===== config.mk =====
export PLATFORM = sky130hd
export DESIGN_NAME = cmit_store
export DESIGN_NICKNAME = d
export VERILOG_FILES = /design/src/hdl/assert_macros.svh /design/src/hdl/cmit_pkg.sv /design/src/hdl/cmit_store.sv
export SDC_FILE = /design/constraint.sdc
export NUM_CORES = 2
export LEC_CHECK = 0
export BUFFER_PORTS_ARGS = -buffer_cell sky130_fd_sc_hd__buf_2
export CAP_MARGIN = 0
export CELL_PAD_IN_SITES_DETAIL_PLACEMENT = 2
export CELL_PAD_IN_SITES_GLOBAL_PLACEMENT = 2
export CORE_ASPECT_RATIO = 0.75
export CORE_MARGIN = 1.5
export CORE_UTILIZATION = 40
export CTS_BUF_LIST = sky130_fd_sc_hd__clkbuf_8
export DETAILED_ROUTE_END_ITERATION = 10
export PLACE_DENSITY_LB_ADDON = 0.05
export REMOVE_ABC_BUFFERS = 1
export SYNTH_ARGS = -nofsm -noshare
export SYNTH_HDL_FRONTEND = slang
export SYNTH_SLANG_ARGS = --single-unit
export TNS_END_PERCENT = 30

===== constraint.sdc =====
create_clock -name clk -period 9.6 [get_ports clk]
set_input_delay 2.4 -clock clk [delete_from_list [all_inputs] [get_ports clk]]
set_output_delay 2.4 -clock clk [all_outputs]
set_load 0.02 [all_outputs]

===== src/hdl/assert_macros.svh =====
// Assertion macros used by the top-level RTL file; they expect clk and arst_n in scope.
`ifndef ASSERT_MACROS_SVH
`define ASSERT_MACROS_SVH

// Same-cycle implication, checked outside reset.
`define ASSERT_IMPLY(label, ante, cons, msg) \
	label: assert property (@(posedge clk) disable iff (!arst_n) (ante) |-> (cons)) \
		else $error(msg);

// Next-cycle implication, checked outside reset.
`define ASSERT_NEXT(label, ante, cons, msg) \
	label: assert property (@(posedge clk) disable iff (!arst_n) (ante) |=> (cons)) \
		else $error(msg);

`endif


===== src/hdl/cmit_pkg.sv =====
// Shared constants, types and helpers for the centre of mass and inertia block.
`default_nettype none

package cmit_pkg;

	localparam int MAX_PARTICLES_DEF = 64;

	localparam int MASS_W   = 16;
	localparam int POS_W    = 16;
	localparam int TMASS_W  = 22;
	localparam int DIAG_W   = 62;
	localparam int OFF_W    = 63;
	localparam int ENTRY_W  = 64;

	typedef enum logic [1:0] {
		ST_OK        = 2'd0,
		ST_ZERO_MASS = 2'd1,
		ST_OVERFLOW  = 2'd2
	} status_t;

	// Control from the sequencer to the tensor pipeline.
	typedef struct packed {
		logic clear;
		logic valid;
	} tp_ctrl_t;

	function automatic logic [ENTRY_W-1:0] pack_entry(
		input logic [MASS_W-1:0] m,
		input logic [POS_W-1:0]  x,
		input logic [POS_W-1:0]  y,
		input logic [POS_W-1:0]  z
	);
		return {z, y, x, m};
	endfunction

endpackage

`default_nettype wire


===== src/hdl/cmit_store.sv =====
// Particle store: one write port, one read port with registered read data.
`default_nettype none

module cmit_store
	import cmit_pkg::*;
#(
	parameter int MAX_PARTICLES = MAX_PARTICLES_DEF,
	localparam int IDX_W = (MAX_PARTICLES > 1) ? $clog2(MAX_PARTICLES) : 1
) (
	input  wire logic               clk,
	input  wire logic               wr_en,
	input  wire logic [IDX_W-1:0]   wr_addr,
	input  wire logic [ENTRY_W-1:0] wr_data,
	input  wire logic               rd_en,
	input  wire logic [IDX_W-1:0]   rd_addr,
	output logic      [ENTRY_W-1:0] rd_data
);

	logic [ENTRY_W-1:0] mem [MAX_PARTICLES];
	logic [ENTRY_W-1:0] rd_data_q;

	always_ff @(posedge clk) begin
		if (wr_en) begin
			mem[wr_addr] <= wr_data;
		end
	end

	always_ff @(posedge clk) begin
		if (rd_en) begin
			rd_data_q <= mem[rd_addr];
		end
	end

	assign rd_data = rd_data_q;

endmodule

`default_nettype wire


==> flow_summary.yaml <==
sta:
  postLayoutSetupSlackWorst_ps: 4710
  totalNegativeSetupSlack_ps: 0
  relSlewSlack_pct: 17.1
  final_min_period_over_clock_period_pct: 50.9
  timing_worst_slew_pin_value_ps: 1240
  finalWorstPathRequiredPeriod_ps: 4890
  max_clock_freq_mhz: 205
  skew_ps: 55.3
  setup_viol: 0
  rsz0062_at_grt: "false"
  hold_ws_ps: 925
  finalHoldViolCount: 0
  drv_slew: 0
placement:
  dp_hpwl_mm: 260
  dpl_worst_slack_ps: 3510
  dp_cells: 11800
  place.port_buffers: 142
  finalWeightedCongestion: 0.734
cells_and_area:
  fin_cells: 13000
  synthToLayoutAreaGrowth_pct: 12.6
  layout_commonest_cell: "edfxtp_1"
  layout_common_cells: "edfxtp_1, mux4_2, clkbuf_8, inv_1, a22oi_1"
  nNetsFinal: 7332
  final_layout_size_suffix_gt1_share_pct: 29.0
synth:
  synth.cell_area_um2: 157000
  yosysWarningCount: 0
  synth_sequential_area_ratio_pct: 79.6
  yosys.area.top_type: "edfxtp_1"
  async_flop_share_pct: 0
  synth-edff-count: 4160
  synth.top_cell.area_share_pct: 79.6
  synth.top_cells.by_area: "edfxtp_1, mux4_2, mux2i_1, a22oi_1, buf_2"
  synthFlopType: "edfxtp_1"
  synth.distinct_cells: 32
  synth.ff_latch_count: 4160
  postSynthAreaPerCell_um2: 23.8
  postSynthCellCount: 6598
worst_setup_path:
  r2r_cells: 5
  timing.critical_path.slowest_cell_delay_ps: 820
  cpMaxStageDelayCell: "buf_4"
  cp-end-kind: "register"
  worstSetupStartpointType: "input pin"
  worstPathArrival_ps: 5790
  crit_path_cell_trace: "buf_12 > buf_12 > buf_4 > mux4_2 > mux2i_1 > o22ai_1 > a31oi_1 > a211oi_1"
  worst_endpoint_required_time_ps: 10500
  critPathKind: "in2reg"
  critPathMostFrequentCell: "buf_12"
  path_max_fanout: 81
die:
  placementRows: 199
  floorplan.initialDensity_pct: 40.1
  die_x_um: 726
  die_area_um2: 396000
  placeableCoreArea_um2: 391000
  number_of_primary_i_o_pins: 143
  chipHeight_um: 546
worst_hold_path:
  min-delay-path-class: "reg2reg"
  worst_hold_path.num_cells: 4
cts:
  post-cts-setup-buffer-count: 0
  clockRootBuffer: "clkbuf_8"
  cts.path.max_buffers: 4
  clock_pin_slew_on_the_worst_setup_and_hold_paths_ps: 60
  number_of_clock_buffers_inserted_by_tritoncts: 670
  cts_tree: "done"
  ctsHoldBuffers: 0
  cts.htree.levels: 6
  cts_repair_resize_count: 0
  worst_skew_pair.late_latency_ps: 1230
  tritoncts_num_sinks: 4160
grt:
  overflow_left_after_global_routing: 0
  grt_pass1_vias: 82800
  grt_util_all_layers_pct: 25.7
  grt_pass1_wl_mm: 702
  grt_max_degree: 104
  grt_antenna_before_repair: 44
detailed_routing:
  vias_per_cell: 5.99
  wl_per_cell_um: 39.4
  drt_wirelength_mm: 512
  detail_route.iter0.violations: 8963
  detail-route-antenna-nets: 0
  post-route-drc-count: 0
  route.vias.total: 77800
  firstDrtPassIters: 5
power_and_ir_drop:
  totalPowerFinal_uw: 35900
  cellPowerDensity_nw_per_um2: 203
  vdd_drop_max_mv: 0.145
  p_leak_uw: 0.0553
run_status:
  run_status: "finished, final reports clean"
run:
  maxCapViolCount: 0
[layout make-up]
class	count	area, um2
Fill cell	34400	214000
Sequential cell	4160	125000
Multi-Input combinational cell	2049	30800
Clock buffer	689	9480
Tap cell	5226	6540
Timing Repair Buffer	353	2900
Clock inverter	488	2110
Inverter	19	71.3
Antenna cell	9	22.5
[critical path: cells and delay by family]
kind            cells  cell delay (ps)
buf+inv             3             1730
mux                 2              810
compound gates      3              470
[routing by layer]
metal / track usage (%) / up-vias / share of wire (%)
met1: 37.5 / 44200 / 44
met5: 0 / - / 0.018
met4: 5.48 / 16 / 2.0
met2: 41.2 / 2994 / 48
met3: 3.97 / 657 / 6.5
li1: - / 30000 / -
[worst paths after layout]
| path | startpoint | to | slack [ps] |
|---|---|---|---|
| max | rd_addr[0] | rd_data[60] | 4710 |
| min reg2reg | mem[6][61] | rd_data[61] | 920 |
| max reg2reg | mem[62][37] | rd_data[37] | 7350 |
| min | mem[6][61] | rd_data[61] | 920 |
[where the power goes]
part / internal (uW) / switching, uW / leakage (uW)
combinational: 613 / 1160 / 0.0110
clock: 6680 / 7210 / 0.00685
sequential: 20200 / 55.0 / 0.0375
[cells in the mapped netlist, types with 38 or more instances]
library cell	count
edfxtp_1	4160
nand2_1	58
mux4_2	1024
nor2_1	112
o221ai_1	38
a211oi_1	63
clkbuf_1	140
a22oi_1	168
a22o_1	88
buf_2	170
nand3_1	45
and3_1	64
o22ai_1	83
mux2i_1	135
[through the flow]
step / cell area, um2 / utilization (%)
after global routing: 177000 / 45.2
after detailed placement: 165000 / 42.2
after global placement: 165000 / 42.2
after CTS: 177000 / 45.2
final: 177000 / 45.2
after floorplan: 155000 / -
[kinds of logic (layout without fill, tap and decap cells)]
logic type | Yosys count | in the layout | share of synthesized area [%]
multiplexers | 1159 | 1159 | 15.6
AND/OR/NAND/NOR | 386 | 386 | 1.23
other | 0 | 9 | 0
AO/OA/AOI/OAI | 504 | 504 | 2.47
buffers and inverters | 389 | 1549 | 1.18
flip-flops | 4160 | 4160 | 79.6
[registers in the layout (all words and copies together) (netlist names)]
name     count
mem       4096
rd_data     64
(Power assumes the default switching activity.)
