[config.mk]
export PLATFORM = sky130hd
export DESIGN_NAME = cmit_div
export DESIGN_NICKNAME = d
export VERILOG_FILES = /design/src/hdl/assert_macros.svh /design/src/hdl/cmit_pkg.sv /design/src/hdl/cmit_div.sv
export SDC_FILE = /design/constraint.sdc
export NUM_CORES = 1
export LEC_CHECK = 0
export BUFFER_PORTS_ARGS = -buffer_cell sky130_fd_sc_hd__clkbuf_2
export CAP_MARGIN = 30
export CORE_MARGIN = 5
export CORE_UTILIZATION = 50
export CTS_CLUSTER_SIZE = 28
export DETAILED_ROUTE_END_ITERATION = 7
export GPL_TIMING_DRIVEN = 1
export HOLD_SLACK_MARGIN = 0.03
export PLACE_DENSITY = 0.7
export SYNTH_ARGS = -nofsm -noshare
export SYNTH_HDL_FRONTEND = slang
export SYNTH_SLANG_ARGS = --single-unit
[constraint.sdc]
create_clock -name clk -period 3.6 [get_ports clk]
set_input_delay 0.18 -clock clk [delete_from_list [all_inputs] [get_ports clk]]
set_output_delay 0.18 -clock clk [all_outputs]
set_load 0.005 [all_outputs]
[src/hdl/assert_macros.svh]
// Assertion macros used by the top-level RTL file; they expect clk and arst_n in scope.
`ifndef ASSERT_MACROS_SVH
`define ASSERT_MACROS_SVH

// Same-cycle implication, checked outside reset.
`define ASSERT_IMPLY(label, ante, cons, msg) \
	label: assert property (@(posedge clk) disable iff (!arst_n) (ante) |-> (cons)) \
		else $error(msg);

// Next-cycle implication, checked outside reset.
`define ASSERT_NEXT(label, ante, cons, msg) \
	label: assert property (@(posedge clk) disable iff (!arst_n) (ante) |=> (cons)) \
		else $error(msg);

`endif

[src/hdl/cmit_pkg.sv]
// Shared constants, types and helpers for the centre of mass and inertia block.
`default_nettype none

package cmit_pkg;

	localparam int MAX_PARTICLES_DEF = 64;

	localparam int MASS_W   = 16;
	localparam int POS_W    = 16;
	localparam int TMASS_W  = 22;
	localparam int DIAG_W   = 62;
	localparam int OFF_W    = 63;
	localparam int ENTRY_W  = 64;

	typedef enum logic [1:0] {
		ST_OK        = 2'd0,
		ST_ZERO_MASS = 2'd1,
		ST_OVERFLOW  = 2'd2
	} status_t;

	// Control from the sequencer to the tensor pipeline.
	typedef struct packed {
		logic clear;
		logic valid;
	} tp_ctrl_t;

	function automatic logic [ENTRY_W-1:0] pack_entry(
		input logic [MASS_W-1:0] m,
		input logic [POS_W-1:0]  x,
		input logic [POS_W-1:0]  y,
		input logic [POS_W-1:0]  z
	);
		return {z, y, x, m};
	endfunction

endpackage

`default_nettype wire

[src/hdl/cmit_div.sv]
// Shared restoring divider: signed weighted sum over unsigned mass, truncated toward zero.
`default_nettype none

module cmit_div
	import cmit_pkg::*;
#(
	parameter int MAX_PARTICLES = MAX_PARTICLES_DEF,
	localparam int CNT_W  = $clog2(MAX_PARTICLES + 1),
	localparam int MSUM_W = MASS_W + CNT_W,
	localparam int WSUM_W = 32 + CNT_W
) (
	input  wire logic                     clk,
	input  wire logic                     arst_n,
	input  wire logic                     start,
	input  wire logic signed [WSUM_W-1:0] dividend,
	input  wire logic        [MSUM_W-1:0] divisor,
	output logic                          done,
	output logic signed      [POS_W-1:0]  quotient
);

	localparam int DSH_W = MSUM_W + POS_W - 1;
	localparam int STEP_W = $clog2(POS_W);
	localparam logic [STEP_W-1:0] STEP_LAST = STEP_W'(POS_W - 1);

	logic              busy_q;
	logic              done_q;
	logic [STEP_W-1:0] step_q;
	logic [WSUM_W-1:0] rem_q;
	logic [DSH_W-1:0]  dsh_q;
	logic [POS_W-1:0]  q_q;
	logic              neg_q;
	logic              ge;

	assign ge = rem_q >= WSUM_W'(dsh_q);

	// The mean of the positions lies in the 16-bit range, so sixteen quotient
	// bits are enough and the divisor starts shifted up by fifteen places.
	always_ff @(posedge clk or negedge arst_n) begin
		if (!arst_n) begin
			busy_q <= 1'b0;
			done_q <= 1'b0;
			step_q <= '0;
			rem_q  <= '0;
			dsh_q  <= '0;
			q_q    <= '0;
			neg_q  <= 1'b0;
		end else begin
			done_q <= !start && busy_q && (step_q == STEP_LAST);
			if (start) begin
				busy_q <= 1'b1;
				step_q <= '0;
				neg_q  <= dividend[WSUM_W-1];
				rem_q  <= dividend[WSUM_W-1] ? WSUM_W'(-dividend) : WSUM_W'(dividend);
				dsh_q  <= {divisor, {(POS_W-1){1'b0}}};
				q_q    <= '0;
			end else if (busy_q) begin
				if (ge) begin
					rem_q <= rem_q - WSUM_W'(dsh_q);
				end
				q_q    <= {q_q[POS_W-2:0], ge};
				dsh_q  <= dsh_q >> 1;
				step_q <= step_q + 1'b1;
				if (step_q == STEP_LAST) begin
					busy_q <= 1'b0;
				end
			end
		end
	end

	assign done     = done_q;
	assign quotient = neg_q ? $signed(~q_q + 1'b1) : $signed(q_q);

endmodule

`default_nettype wire

==> results of run 1 <==
## state kept, by name, indices dropped and copies added, names as in the netlist
register,cells
step_q,4
q_q,16
done,1
rem_q,39
busy_q,1
neg_q,1
dsh_q,38
## worst max-delay path, stage by stage (launching register included)
cell,delay [ns]
dfrtp_1,0.38
inv_1,0.06
ha_1,0.15
inv_1,0.05
fa_1,0.40
a21o_1,0.23
a311o_1,0.40
a31o_2,0.30
a21oi_1,0.27
o41ai_2,0.17
a21bo_1,0.25
a311oi_1,0.27
o31a_1,0.15
o21ai_1,0.06
## cell type report
cell class / instances / area (um2)
fill: 1416 / 6420
multi-input combinational: 710 / 4910
sequential: 100 / 2510
timing repair buffer: 109 / 666
tap: 211 / 264
clock buffer: 9 / 225
inverter: 49 / 184
clock inverter: 7 / 85.1
## routing by layer
layer  up-vias  part of all wire (%)  wire [um]  GRT usage (%)
li1       3364                     -          -              -
met1      3142                    46       8480           27.0
met2       130                    47       8660           34.7
met3        29                   4.6        838           4.28
met4         0                   2.3        425           6.90
met5         -                     0          0              0
## worst paths after layout
check,startpoint,to,slack (ns)
min,divisor[21],dsh_q[36],0.04
max in group asynchronous,arst_n,dsh_q[36],2.37
max reg2reg,rem_q[0],rem_q[36],0.32
min in group asynchronous,arst_n,rem_q[0],0.40
min reg2reg,dsh_q[0],dsh_q[0],0.54
max,rem_q[0],rem_q[36],0.32
## cells in the mapped netlist, types with 3 or more instances
master	instances
dfrtp_1	100
nand2_1	92
nor2_1	80
mux2i_1	67
a21oi_1	65
o21ai_0	60
xnor2_1	50
inv_1	49
ha_1	41
xor2_1	34
clkbuf_1	31
a21o_1	22
a211oi_1	21
o31ai_1	17
buf_1	12
nor3_1	12
nand2b_1	11
nand3_1	11
nand4_1	9
o21a_1	8
a31oi_1	7
or4_1	7
o21ai_1	6
or3_1	6
and3_1	5
buf_2	5
nand3b_1	5
and4_1	4
nor4_1	4
o31a_1	4
o41ai_1	4
a21oi_2	3
mux2_2	3
nor2b_1	3
o21bai_1	3
## report_power, final
| part | internal [mW] | total (mW) | switching [mW] |
|---|---|---|---|
| combinational | 1.63 | 3.81 | 2.18 |
| clock | 0.552 | 1.03 | 0.479 |
| sequential | 1.38 | 1.56 | 0.182 |
| total | 3.56 | 6.41 | 2.84 |
## cells in the final DEF (no fill, tap or decap), types with 34 or more instances in the layout
cell type and n:
inv_1 49, ha_1 41, a21oi_1 65, nor2_1 80
xor2_1 34, mux2i_1 67, o21ai_0 60, xnor2_1 50
dfrtp_1 99, nand2_1 92, clkbuf_2 79
## through the flow
step / power [mW] / std cells / utilization (%)
floorplan: 4.51 / 909 / -
global placement: 5.29 / 1161 / 54.7
detailed placement: 5.32 / 1161 / 54.7
CTS: 6.42 / 1195 / 57.9
global route: 6.97 / 1195 / 57.9
finish: 6.41 / 1195 / 57.9
## logic make-up after synthesis
group | Yosys count
adders and majority gates | 42
buffers and inverters | 99
AOI/OAI and AO/OA | 248
muxes | 71
and+or+nand+nor | 265
DFF | 100
xor gates and xnor gates | 84
==> results, run 1 <==
- The cell at the root of the clock tree is clkbuf_16.
- TritonCTS created 9 clock buffers.
- The die covers 18200 um2.
- The post-CTS setup repair buffer count is 0.
- The number of clock sinks seen by CTS is 100.
- The worst-case clock skew is 0.00719 ns.
- The sequential share of the synthesized area is 32.1%.
- The maximum net fanout on the critical path is 5.
- The number of gates given a new drive strength after cts is 0.
- The number of antenna diodes in the final layout is 0.
- STA classifies the critical path endpoint as a flip-flop.
- The horizontal die dimension is 135 um.
- The most instantiated flip-flop cell in the synthesis netlist is dfrtp_1.
- From synthesis to final layout, the design area changed by 13.4%.
- The area share of xor/xnor cells in the synthesized design is 9.44%.
- Prior to clock tree synthesis, the placed netlist has a worst setup slack of 0.352 ns.
- The number of global-route vias before repair came to 6409.
- The total wire length is 18.4 mm.
- The routability-driven placement congestion ratio is 0.867.
- The number of cells on the worst reg-to-reg path is 13.
- The final routed DRC violation total is 0.
- The category of the most critical setup path is flip-flop to flip-flop.
- The post-route fraction of the period consumed by the critical path is 91.0%.
- The number of distinct library cells after synthesis is 78.
- From bottom edge to top edge, the die measures 135 um.
- For the worst setup path, the data required time is 3.82 ns.
- Of all cell types, the one taking the most synthesized area is dfrtp_1.
- For this design the ratio of total power to cell area is 725 nW/um2.
- STA puts the critical path data arrival time at 3.49 ns.
- At the pin with the least slew margin, the transition time is 0.992 ns.
- The run finished with clean final reports.
- Of all flip-flops after synthesis, the portion carrying an async set or reset was 100%.
- The DRC violation total after the first TritonRoute iteration is 427.
- The net count of the finished layout is 1086.
- Setup total negative slack on the finished layout was measured at 0 ns.
- Multiplexer cells account for 9.18% of the synthesized area.
- The placed instances occupy a cell area of 8350 um2.
- In this run the remaining antenna-violating nets after routing total 0.
- The count of input and output buffers is 81.
- The number of synthesized flops with an enable pin is 0.
- The count of endpoints failing setup in the final report is 0.
- The share of the synthesized area in the top cell type is 32.1%.
- The CTS tree is yes.
- Static timing analysis puts the maximum clock frequency at 305 MHz.
- Summing the areas of all and, or, nand and nor instances in the mapped netlist gives 16.6% of the synthesized area.
- The post-layout instance area is 8840 um2.
- The synthesized net count is 1016.
- The first global-routing pass estimated 31.1 mm of wire.
- Across all setup checks in the final design, the least slack found is 0.325 ns.
- The worst pin sits at a relative slew slack of 33.8%.
- The synthesized netlist devotes 20.9% of its cell area to compound gates.
- The number of endpoints with negative hold slack in the final report came to 0.
- The placement row count is 45.
- The initial core utilization is 51.1%.
- Entering global routing, the biggest net connects 79 pins.
- After synthesis, the largest family of logic cells by area is compound AO/OA/AOI/OAI gates.
- The number of hold buffers added after cts is 18.
- 82 I/O pins were placed.
- Yosys printed 0 warnings.
- The worst setup path is launched from a flip-flop.
- The kind of path behind the tightest hold check is input pin to flip-flop.
- The estimated wirelength of the detail-placed design is 13.5 mm.
- Setup repair after global routing left no endpoint under its margin.
- In this run the number of H-tree levels came out at 3.
- Synthesis produced 909 cells.
- The initial antenna violation count is 0.
- By area the synthesized netlist is led by dfrtp_1 (32%), mux2i_1 (8.6%), ha_1 (6.6%).
- The total of flip-flops plus latches after synthesis is 100.
- The all-layer global routing usage is 20.8%.
- The max-slew violation total from the final report is 0.
- After floorplanning, the core was sized to cover 15300 um2.
- The minimum clock period after layout is 3.28 ns.
- The layout cell share with drive strength beyond 1 is 13.6%.
- The detailed-router iteration count before antenna repair is 5.
- Summing every instance area after synthesis gives 7790 um2.
- The clock latency on the worst-skew pair is 0.36 ns.
- The worst-case IR drop observed on VDD is 0.000412 V.
- The max-cap check violation count is 0.
- The deepest clock path buffer count is 2.
- The adder-cell share of the synthesized area is 6.84%.
- Each instance of the synthesized netlist takes up on average 8.57 um2.
- The total vias in the final route is 6665.
- The total congestion overflow is 0.
- The worst hold path passes through 3 cells.
- After clock tree synthesis, the clock-pin slew on the worst setup and hold paths is 0.07 ns.
- The worst-case hold slack is 0.0385 ns.
- The mean number of vias per cell is 5.58.
- The leakage power is 4.29 nW.
- After detailed routing, the average wire length per cell comes to 15.4 um.
Note: power is estimated with default switching activity, not from simulation.
==> run 2: changes to the inputs <==
--- a/config.mk
+++ b/config.mk
@@ -13,7 +13,7 @@
 export DETAILED_ROUTE_END_ITERATION = 7
 export GPL_TIMING_DRIVEN = 1
 export HOLD_SLACK_MARGIN = 0.03
-export PLACE_DENSITY = 0.7
+export PLACE_DENSITY = 0.82
 export SYNTH_ARGS = -nofsm -noshare
 export SYNTH_HDL_FRONTEND = slang
 export SYNTH_SLANG_ARGS = --single-unit
==> run 2 against run 1 <==
- sequential cell count unchanged
- total power decreased by 0.11%
- sequential share of layout area increased by 0.25 points
- largest cell class unchanged
- largest power group unchanged
- sequential power about the same
- via count increased by 1.8%
==> results, run 2 (synthesis results as in run 1) <==
- The clock latency on the worst-skew pair is 0.35 ns (was 0.36 ns).
- The die span in y is 135 um (unchanged).
- The data arrival at the endpoint of the critical path is 3.54 ns (was 3.49 ns).
- The number of global-route vias before repair is 6630 (was 6409).
- The total vias in the final route is 6782 (was 6665).
- The total wire length is 18.1 mm (was 18.4 mm).
- The power density normalized to cell area is 731 nW/um2 (was 725 nW/um2).
- The flip-flop count of the largest register, all copies and words added was 39 (unchanged).
- Commonest cells after routing, fill and taps aside: dfrtp_1 (99), nand2_1 (92), nor2_1 (80), clkbuf_2 (79), mux2i_1 (67) (unchanged).
- The routability-driven placement congestion ratio came to 0.922 (was 0.867).
- The worst-case hold slack is 0.0397 ns (was 0.0385 ns).
- The maximum clock rate came to 301 MHz (was 305 MHz).
- The max-cap check violation count is 0 (unchanged).
- The floorplan die area came to 18200 um2 (unchanged).
- The maximum net fanout on the critical path is 5 (unchanged).
- The average wire per standard cell is 15.3 um (was 15.4 um).
- Setup repair after global routing missed its margin: false (unchanged).
- The worst setup timing slack at the placement stage is 0.259 ns (was 0.352 ns).
- The core area is 15300 um2 (unchanged).
- The minimum clock period after layout is 3.33 ns (was 3.28 ns).
- The net count of the finished layout was 1075 (was 1086).
- The leakage power is 4.26 nW (was 4.29 nW).
- The deepest clock path buffer count is 2 (unchanged).
- The detailed-router iteration count before antenna repair was 5 (unchanged).
- The peak supply drop is 0.000377 V (was 0.000412 V).
- The kind of path behind the tightest hold check is input pin to flip-flop (unchanged).
- The worst-case clock skew came to 0.0101 ns (was 0.00719 ns).
- The category of the most critical setup path is flip-flop to flip-flop (unchanged).
- The mean number of vias per cell was 5.73 (was 5.58).
- The register ranked first by flip-flop count is rem_q (unchanged).
- The horizontal die dimension is 135 um (unchanged).
- The count of endpoints failing setup in the final report came to 0 (unchanged).
- The worst reg-to-reg path cell count is 13 (unchanged).
- The clock transition time at the flip-flop clock pins of the worst setup and hold paths was 0.07 ns (about the same).
- The number of endpoints with negative hold slack in the final report is 0 (unchanged).
- The sort of element at the start of the critical path was a flip-flop (unchanged).
- The maximum number of pins on one net before global-route repair is 83 (was 79).
- The TritonCTS buffer count is 9 (unchanged).
- The count of input and output buffers is 81 (unchanged).
- The most common cell after layout, fill and taps aside was dfrtp_1 (unchanged).
- The max-slew violation total from the final report is 0 (unchanged).
- The transition at the pin with the smallest max-transition slack is 0.950 ns (was 0.992 ns).
- The total congestion overflow is 0 (unchanged).
- The post-route fraction of the period consumed by the critical path is 92.4% (was 91.0%).
- The cell depth of the worst min-delay path is 3 (unchanged).
- The placement row count is 45 (unchanged).
- The number of nets with antenna violations after routing was 0 (unchanged).
- The all-layer global routing usage is 20.8% (about the same).
- The initial core utilization is 51.1% (unchanged).
- Registers with the most flip-flops: rem_q: 39 flops, dsh_q: 38 flops, q_q: 16 flops (unchanged).
- The final routed DRC violation total is 0 (unchanged).
- The first-pass GRT wire length was 31.6 mm (was 31.1 mm).
- The layout cell share with drive strength beyond 1 came to 13.6% (about the same).
- The cell at the root of the clock tree is clkbuf_16 (unchanged).
- Result of the run: finished, final reports clean (unchanged).
- The type of destination of the critical path was a flip-flop (unchanged).
- The overall power of the completed layout came to 6.40 mW (was 6.41 mW).
- The number of clock sinks seen by CTS is 100 (unchanged).
- The DRC violation total after the first TritonRoute iteration is 473 (was 427).
- The worst slew margin relative to its limit is 36.6% (was 33.8%).
- The number of diodes came to 0 (unchanged).
- The relative area change from synthesis to final layout is 12.3% (was 13.4%).
- The initial antenna violation count is 0 (unchanged).
- The summed negative setup slack over all endpoints was 0 ns (unchanged).
- The number of placed I/O pins was 82 (unchanged).
- The required time at the worst-slack endpoint is 3.81 ns (was 3.82 ns).
- The post-CTS setup repair buffer count is 0 (unchanged).
- The worst setup slack after layout is 0.272 ns (was 0.325 ns).
- The CTS tree is yes (unchanged).
- The estimated wirelength of the detail-placed design was 13.4 mm (was 13.5 mm).
- The H-tree depth reported by CTS is 3 (unchanged).
## run 2: cell types whose count changed in the layout (fill, tap and decap cells not counted), moves of 2 or more
cell,previous run,this run
buf_12,0,2
clkinv_4,2,0
inv_8,2,0
clkinv_2,0,2
dlygate4sd3_1,18,7
clkinvlp_4,2,0
buf_4,12,9
## run 2: power breakdown
part	leakage (nW)	internal, mW	switching, mW	total, mW
combinational	2.86	1.65	2.20	3.85
sequential	1.25	1.38	0.189	1.57
clock	0.146	0.555	0.428	0.983
total	4.26	3.59	2.81	6.40
## run 2: layer usage
metal / wire (um) / vias up / track usage (%)
met3: 765 / 30 / 3.46
li1: - / 3351 / -
met2: 8780 / 170 / 34.7
met4: 418 / 0 / 6.67
met5: 0 / - / 0
met1: 8170 / 3231 / 27.6
## run 2: path summary, 6_finish.rpt
check                       startpoint         to  slack [ns]
max in group asynchronous       arst_n     busy_q        2.77
min in group asynchronous       arst_n   rem_q[2]        0.24
setup / recovery              rem_q[0]  rem_q[36]        0.27
setup reg to reg              rem_q[0]  rem_q[36]        0.27
hold reg to reg               dsh_q[0]   dsh_q[0]        0.55
hold / removal             divisor[12]  dsh_q[27]        0.04
## run 2: timing repair
item,4_1_cts,5_1_grt
hold buffers,7,0
gates resized for setup,0,0
endpoints found under the hold margin,22,0
## run 2: area by class of cell
class | instances | area, um2
multi-input cells | 710 | 4910
clock buffers | 11 | 243
fillers | 1375 | 6500
inverters | 49 | 184
clock inverters | 4 | 48.8
repair buffers | 98 | 601
flip-flops and latches | 100 | 2500
well taps | 211 | 264
## run 2: worst max-delay path: stages, from the launching register on
cell      delay, ns
dfrtp_1        0.38
inv_1          0.06
ha_1           0.15
inv_1          0.05
fa_1           0.40
a21o_1         0.22
a311o_1        0.39
a31o_2         0.30
a21oi_1        0.28
o41ai_2        0.17
a21bo_1        0.25
a311oi_1       0.31
o31a_1         0.16
o21ai_1        0.06
## run 2: per-stage QoR
stage          utilization [%]  area [um2]  cells
2_1_floorplan                -        7790    909
3_3_place_gp              54.8        8370   1160
3_5_place_dp              55.0        8390   1161
4_1_cts                   57.4        8750   1183
5_1_grt                   57.4        8750   1183
6_report                  57.4        8750   1183
==> run 3: changes to the inputs <==
==> constraint.sdc (replaced) <==
create_clock -name clk -period 3.6 [get_ports clk]
set_input_delay 0 -clock clk [delete_from_list [all_inputs] [get_ports clk]]
set_output_delay 0 -clock clk [all_outputs]
set_load 0.005 [all_outputs]
==> run 3 against run 2 <==
- non-clock buffer count grew 36
- die area stayed put
- sequential share of layout area shrank 1.3 points
- via count rose by 1.7%
- final cell count increased by 3.1%
- clock skew shrank 0.0032 ns
- total power is 2.3% higher
- routed wire length up 3.5%
- register-to-register slack improved by 0.04 ns
- worst hold slack gained 0.0041 ns
- highest routed layer unchanged
==> results, run 3 (synthesis results as in run 1) <==
- The detailed-router iteration count before antenna repair is 5 (unchanged).
- The launch point of the worst reg-to-reg path is rem_q[0] (unchanged).
- The all-layer global routing usage is 20.7% (was 20.8%).
- The data arrival at the endpoint of the critical path is 3.48 ns (was 3.54 ns).
- The slowest library cell on the worst path is fa_1 (unchanged).
- The H-tree depth reported by CTS is 3 (unchanged).
- The worst reg-to-reg path cell count is 13 (unchanged).
- The maximum clock rate was 304 MHz (was 301 MHz).
- The net count of the finished layout came to 1111 (was 1075).
- The number of nets with antenna violations after routing is 0 (unchanged).
- The overall power of the completed layout is 6.54 mW (was 6.40 mW).
- The capture point of the worst reg-to-reg path was rem_q[38] (was rem_q[36]).
- The most common cell after layout, fill and taps aside is dfrtp_1 (unchanged).
- The total routed wire length on the met1 layer was 8.30 mm (was 8.17 mm).
- The total wire length is 18.8 mm (was 18.1 mm).
- The cell occurring most often along the worst timing path was inv_1 (unchanged).
- The horizontal die dimension is 135 um (unchanged).
- The mean number of vias per cell came to 5.65 (was 5.73).
- The beginning of the critical path is rem_q[0] (unchanged).
- The maximum net fanout on the critical path is 4 (was 5).
- The post-route fraction of the period consumed by the critical path came to 91.5% (was 92.4%).
- The category of the most critical setup path was flip-flop to flip-flop (unchanged).
- Registers with the most flip-flops: rem_q: 39 flops, dsh_q: 38 flops, q_q: 16 flops (unchanged).
- The initial antenna violation count is 0 (unchanged).
- The relative area change from synthesis to final layout is 17.5% (was 12.3%).
- The total congestion overflow is 0 (unchanged).
- The clock latency on the worst-skew pair was 0.35 ns (about the same).
- CP cell instances: inv_1 > ha_1 > inv_1 > fa_1 > a21o_1 > a311o_1 > a31o_2 > a21boi_2 > o31a_1 > a21oi_2 > a2111oi_4 > xnor2_1 > o32ai_1 (was inv_1 > ha_1 > inv_1 > fa_1 > a21o_1 > a311o_1 > a31o_2 > a21oi_1 > o41ai_2 > a21bo_1 > a311oi_1 > o31a_1 > o21ai_1).
- Commonest cells after routing, fill and taps aside: dfrtp_1 (99), nand2_1 (92), nor2_1 (80), clkbuf_2 (79), mux2i_1 (67) (unchanged).
- The worst-case register-to-register setup slack was 0.31 ns (was 0.27 ns).
- The power density normalized to cell area came to 714 nW/um2 (was 731 nW/um2).
- The number of clock sinks seen by CTS came to 100 (unchanged).
- The number of hold buffers added after cts came to 46 (was 7).
- The average wire per standard cell is 15.4 um (was 15.3 um).
- The clock transition time at the flip-flop clock pins of the worst setup and hold paths is 0.07 ns (about the same).
- The critical path capture point was rem_q[38] (was rem_q[36]).
- The initial core utilization was 51.1% (unchanged).
- The required time at the worst-slack endpoint is 3.79 ns (was 3.81 ns).
- The estimated wirelength of the detail-placed design is 13.2 mm (was 13.4 mm).
- The TritonCTS buffer count is 9 (unchanged).
- The minimum clock period after layout is 3.29 ns (was 3.33 ns).
- The summed negative setup slack over all endpoints came to 0 ns (unchanged).
- Setup repair after global routing missed its margin: false (unchanged).
- The count of endpoints failing setup in the final report is 0 (unchanged).
- Result of the run: finished, final reports clean (unchanged).
- The worst slew margin relative to its limit is 34.8% (was 36.6%).
- The max-slew violation total from the final report is 0 (unchanged).
- The sort of element at the start of the critical path is a flip-flop (unchanged).
- The wire length on met2 is 9.11 mm (was 8.78 mm).
- The die span in y is 135 um (unchanged).
- The max-cap check violation count came to 0 (unchanged).
- The delay of the slowest critical-path stage came to 0.40 ns (about the same).
- The number of diodes is 0 (unchanged).
- The transition at the pin with the smallest max-transition slack came to 0.979 ns (was 0.950 ns).
- The number of endpoints with negative hold slack in the final report came to 0 (unchanged).
- The routability-driven placement congestion ratio was 0.956 (was 0.922).
- The highest metal layer with signal wires was met4 (unchanged).
- The peak supply drop was 0.000336 V (was 0.000377 V).
- The layout cell share with drive strength beyond 1 was 13.0% (was 13.6%).
- The total vias in the final route is 6898 (was 6782).
- The maximum number of pins on one net before global-route repair is 93 (was 83).
- The number of placed I/O pins is 82 (unchanged).
- The floorplan die area is 18200 um2 (unchanged).
- The number of global-route vias before repair is 6696 (was 6630).
- The CTS tree is yes (unchanged).
- The final routed DRC violation total is 0 (unchanged).
- The type of destination of the critical path is a flip-flop (unchanged).
- The post-CTS setup repair buffer count is 0 (unchanged).
- The leakage power was 4.43 nW (was 4.26 nW).
- The first-pass GRT wire length is 31.4 mm (was 31.6 mm).
- The worst-case clock skew is 0.00694 ns (was 0.0101 ns).
- The flip-flop count of the largest register, all copies and words added was 39 (unchanged).
- The placement row count was 45 (unchanged).
- The length of routed met3 wiring is 925 um (was 765 um).
- The count of input and output buffers was 81 (unchanged).
- The deepest clock path buffer count is 2 (unchanged).
- The core area was 15300 um2 (unchanged).
- The cell at the root of the clock tree was clkbuf_16 (unchanged).
- The DRC violation total after the first TritonRoute iteration came to 535 (was 473).
- The register ranked first by flip-flop count is rem_q (unchanged).
- The number of gates given a new drive strength after cts is 0 (unchanged).
- The kind of path behind the tightest hold check is input pin to flip-flop (unchanged).
- The count of filler cells inserted in the layout was 1295 (was 1375).
-- run 3: changes by cell type in the layout (fill, tap and decap cells not counted) --
cell	change
dlygate4sd3_1	+39
buf_4	-2
bufinv_16	+2
buf_16	-1
clkbuf_1	-1
clkbuf_8	-1
clkinv_2	-1
clkinvlp_4	+1
inv_8	+1
-- run 3: how the worst min path moves through the flow --
stage                     slack, ns  depth (start not counted)   endpoint    startpoint
after floorplan               -0.30                          0     busy_q        arst_n
after global placement         0.15                          1    q_q[15]        arst_n
after detailed placement       0.16                          1    q_q[13]        arst_n
after CTS                      0.04                          4   rem_q[2]   dividend[2]
after global routing           0.06                          3  rem_q[28]  dividend[28]
final                          0.04                          3   rem_q[5]   dividend[5]
-- run 3: layout make-up --
cell class | instances | area [um2] | share of cell area [%]
multi-input combinational | 710 | 4910 | 53.6
sequential | 100 | 2500 | 27.3
timing repair buffer | 134 | 948 | 10.4
tap | 211 | 264 | 2.88
clock buffer | 9 | 225 | 2.46
inverter | 49 | 184 | 2.01
clock inverter | 7 | 123 | 1.34
-- run 3: stage by stage --
step                utilization (%)  cell area (um2)  hold slack [ns]  cells  setup WS, ns
finish                         60.0             9160           0.0438   1220         0.308
global route                   60.0             9160           0.0649   1220         0.162
CTS                            60.0             9160           0.0364   1220         0.322
detailed placement             54.7             8350            0.161   1158         0.333
global placement               54.7             8350            0.152   1158         0.400
floorplan                         -             7790           -0.296    909         0.612
-- run 3: where the power goes --
part,internal (mW),switching [mW]
Combinational,1.66,2.16
Clock,0.686,0.458
Sequential,1.38,0.192
Total,3.73,2.81
-- run 3: worst max-delay path, delay by kind of cell (launching register included) --
| family | cells | cell delay (ns) |
|---|---|---|
| AO/OA/AOI/OAI | 8 | 1.90 |
| adder cells (fa/ha/maj) | 2 | 0.56 |
| flip-flops | 1 | 0.38 |
| XOR/XNOR | 1 | 0.16 |
| buffers and inverters | 2 | 0.12 |
-- run 3: routing by layer --
layer  vias to the layer above  track usage [%]
li1                       3416                -
met1                      3250             27.2
met3                        38             3.09
met5                         -                0
met2                       194             34.9
met4                         0             7.30
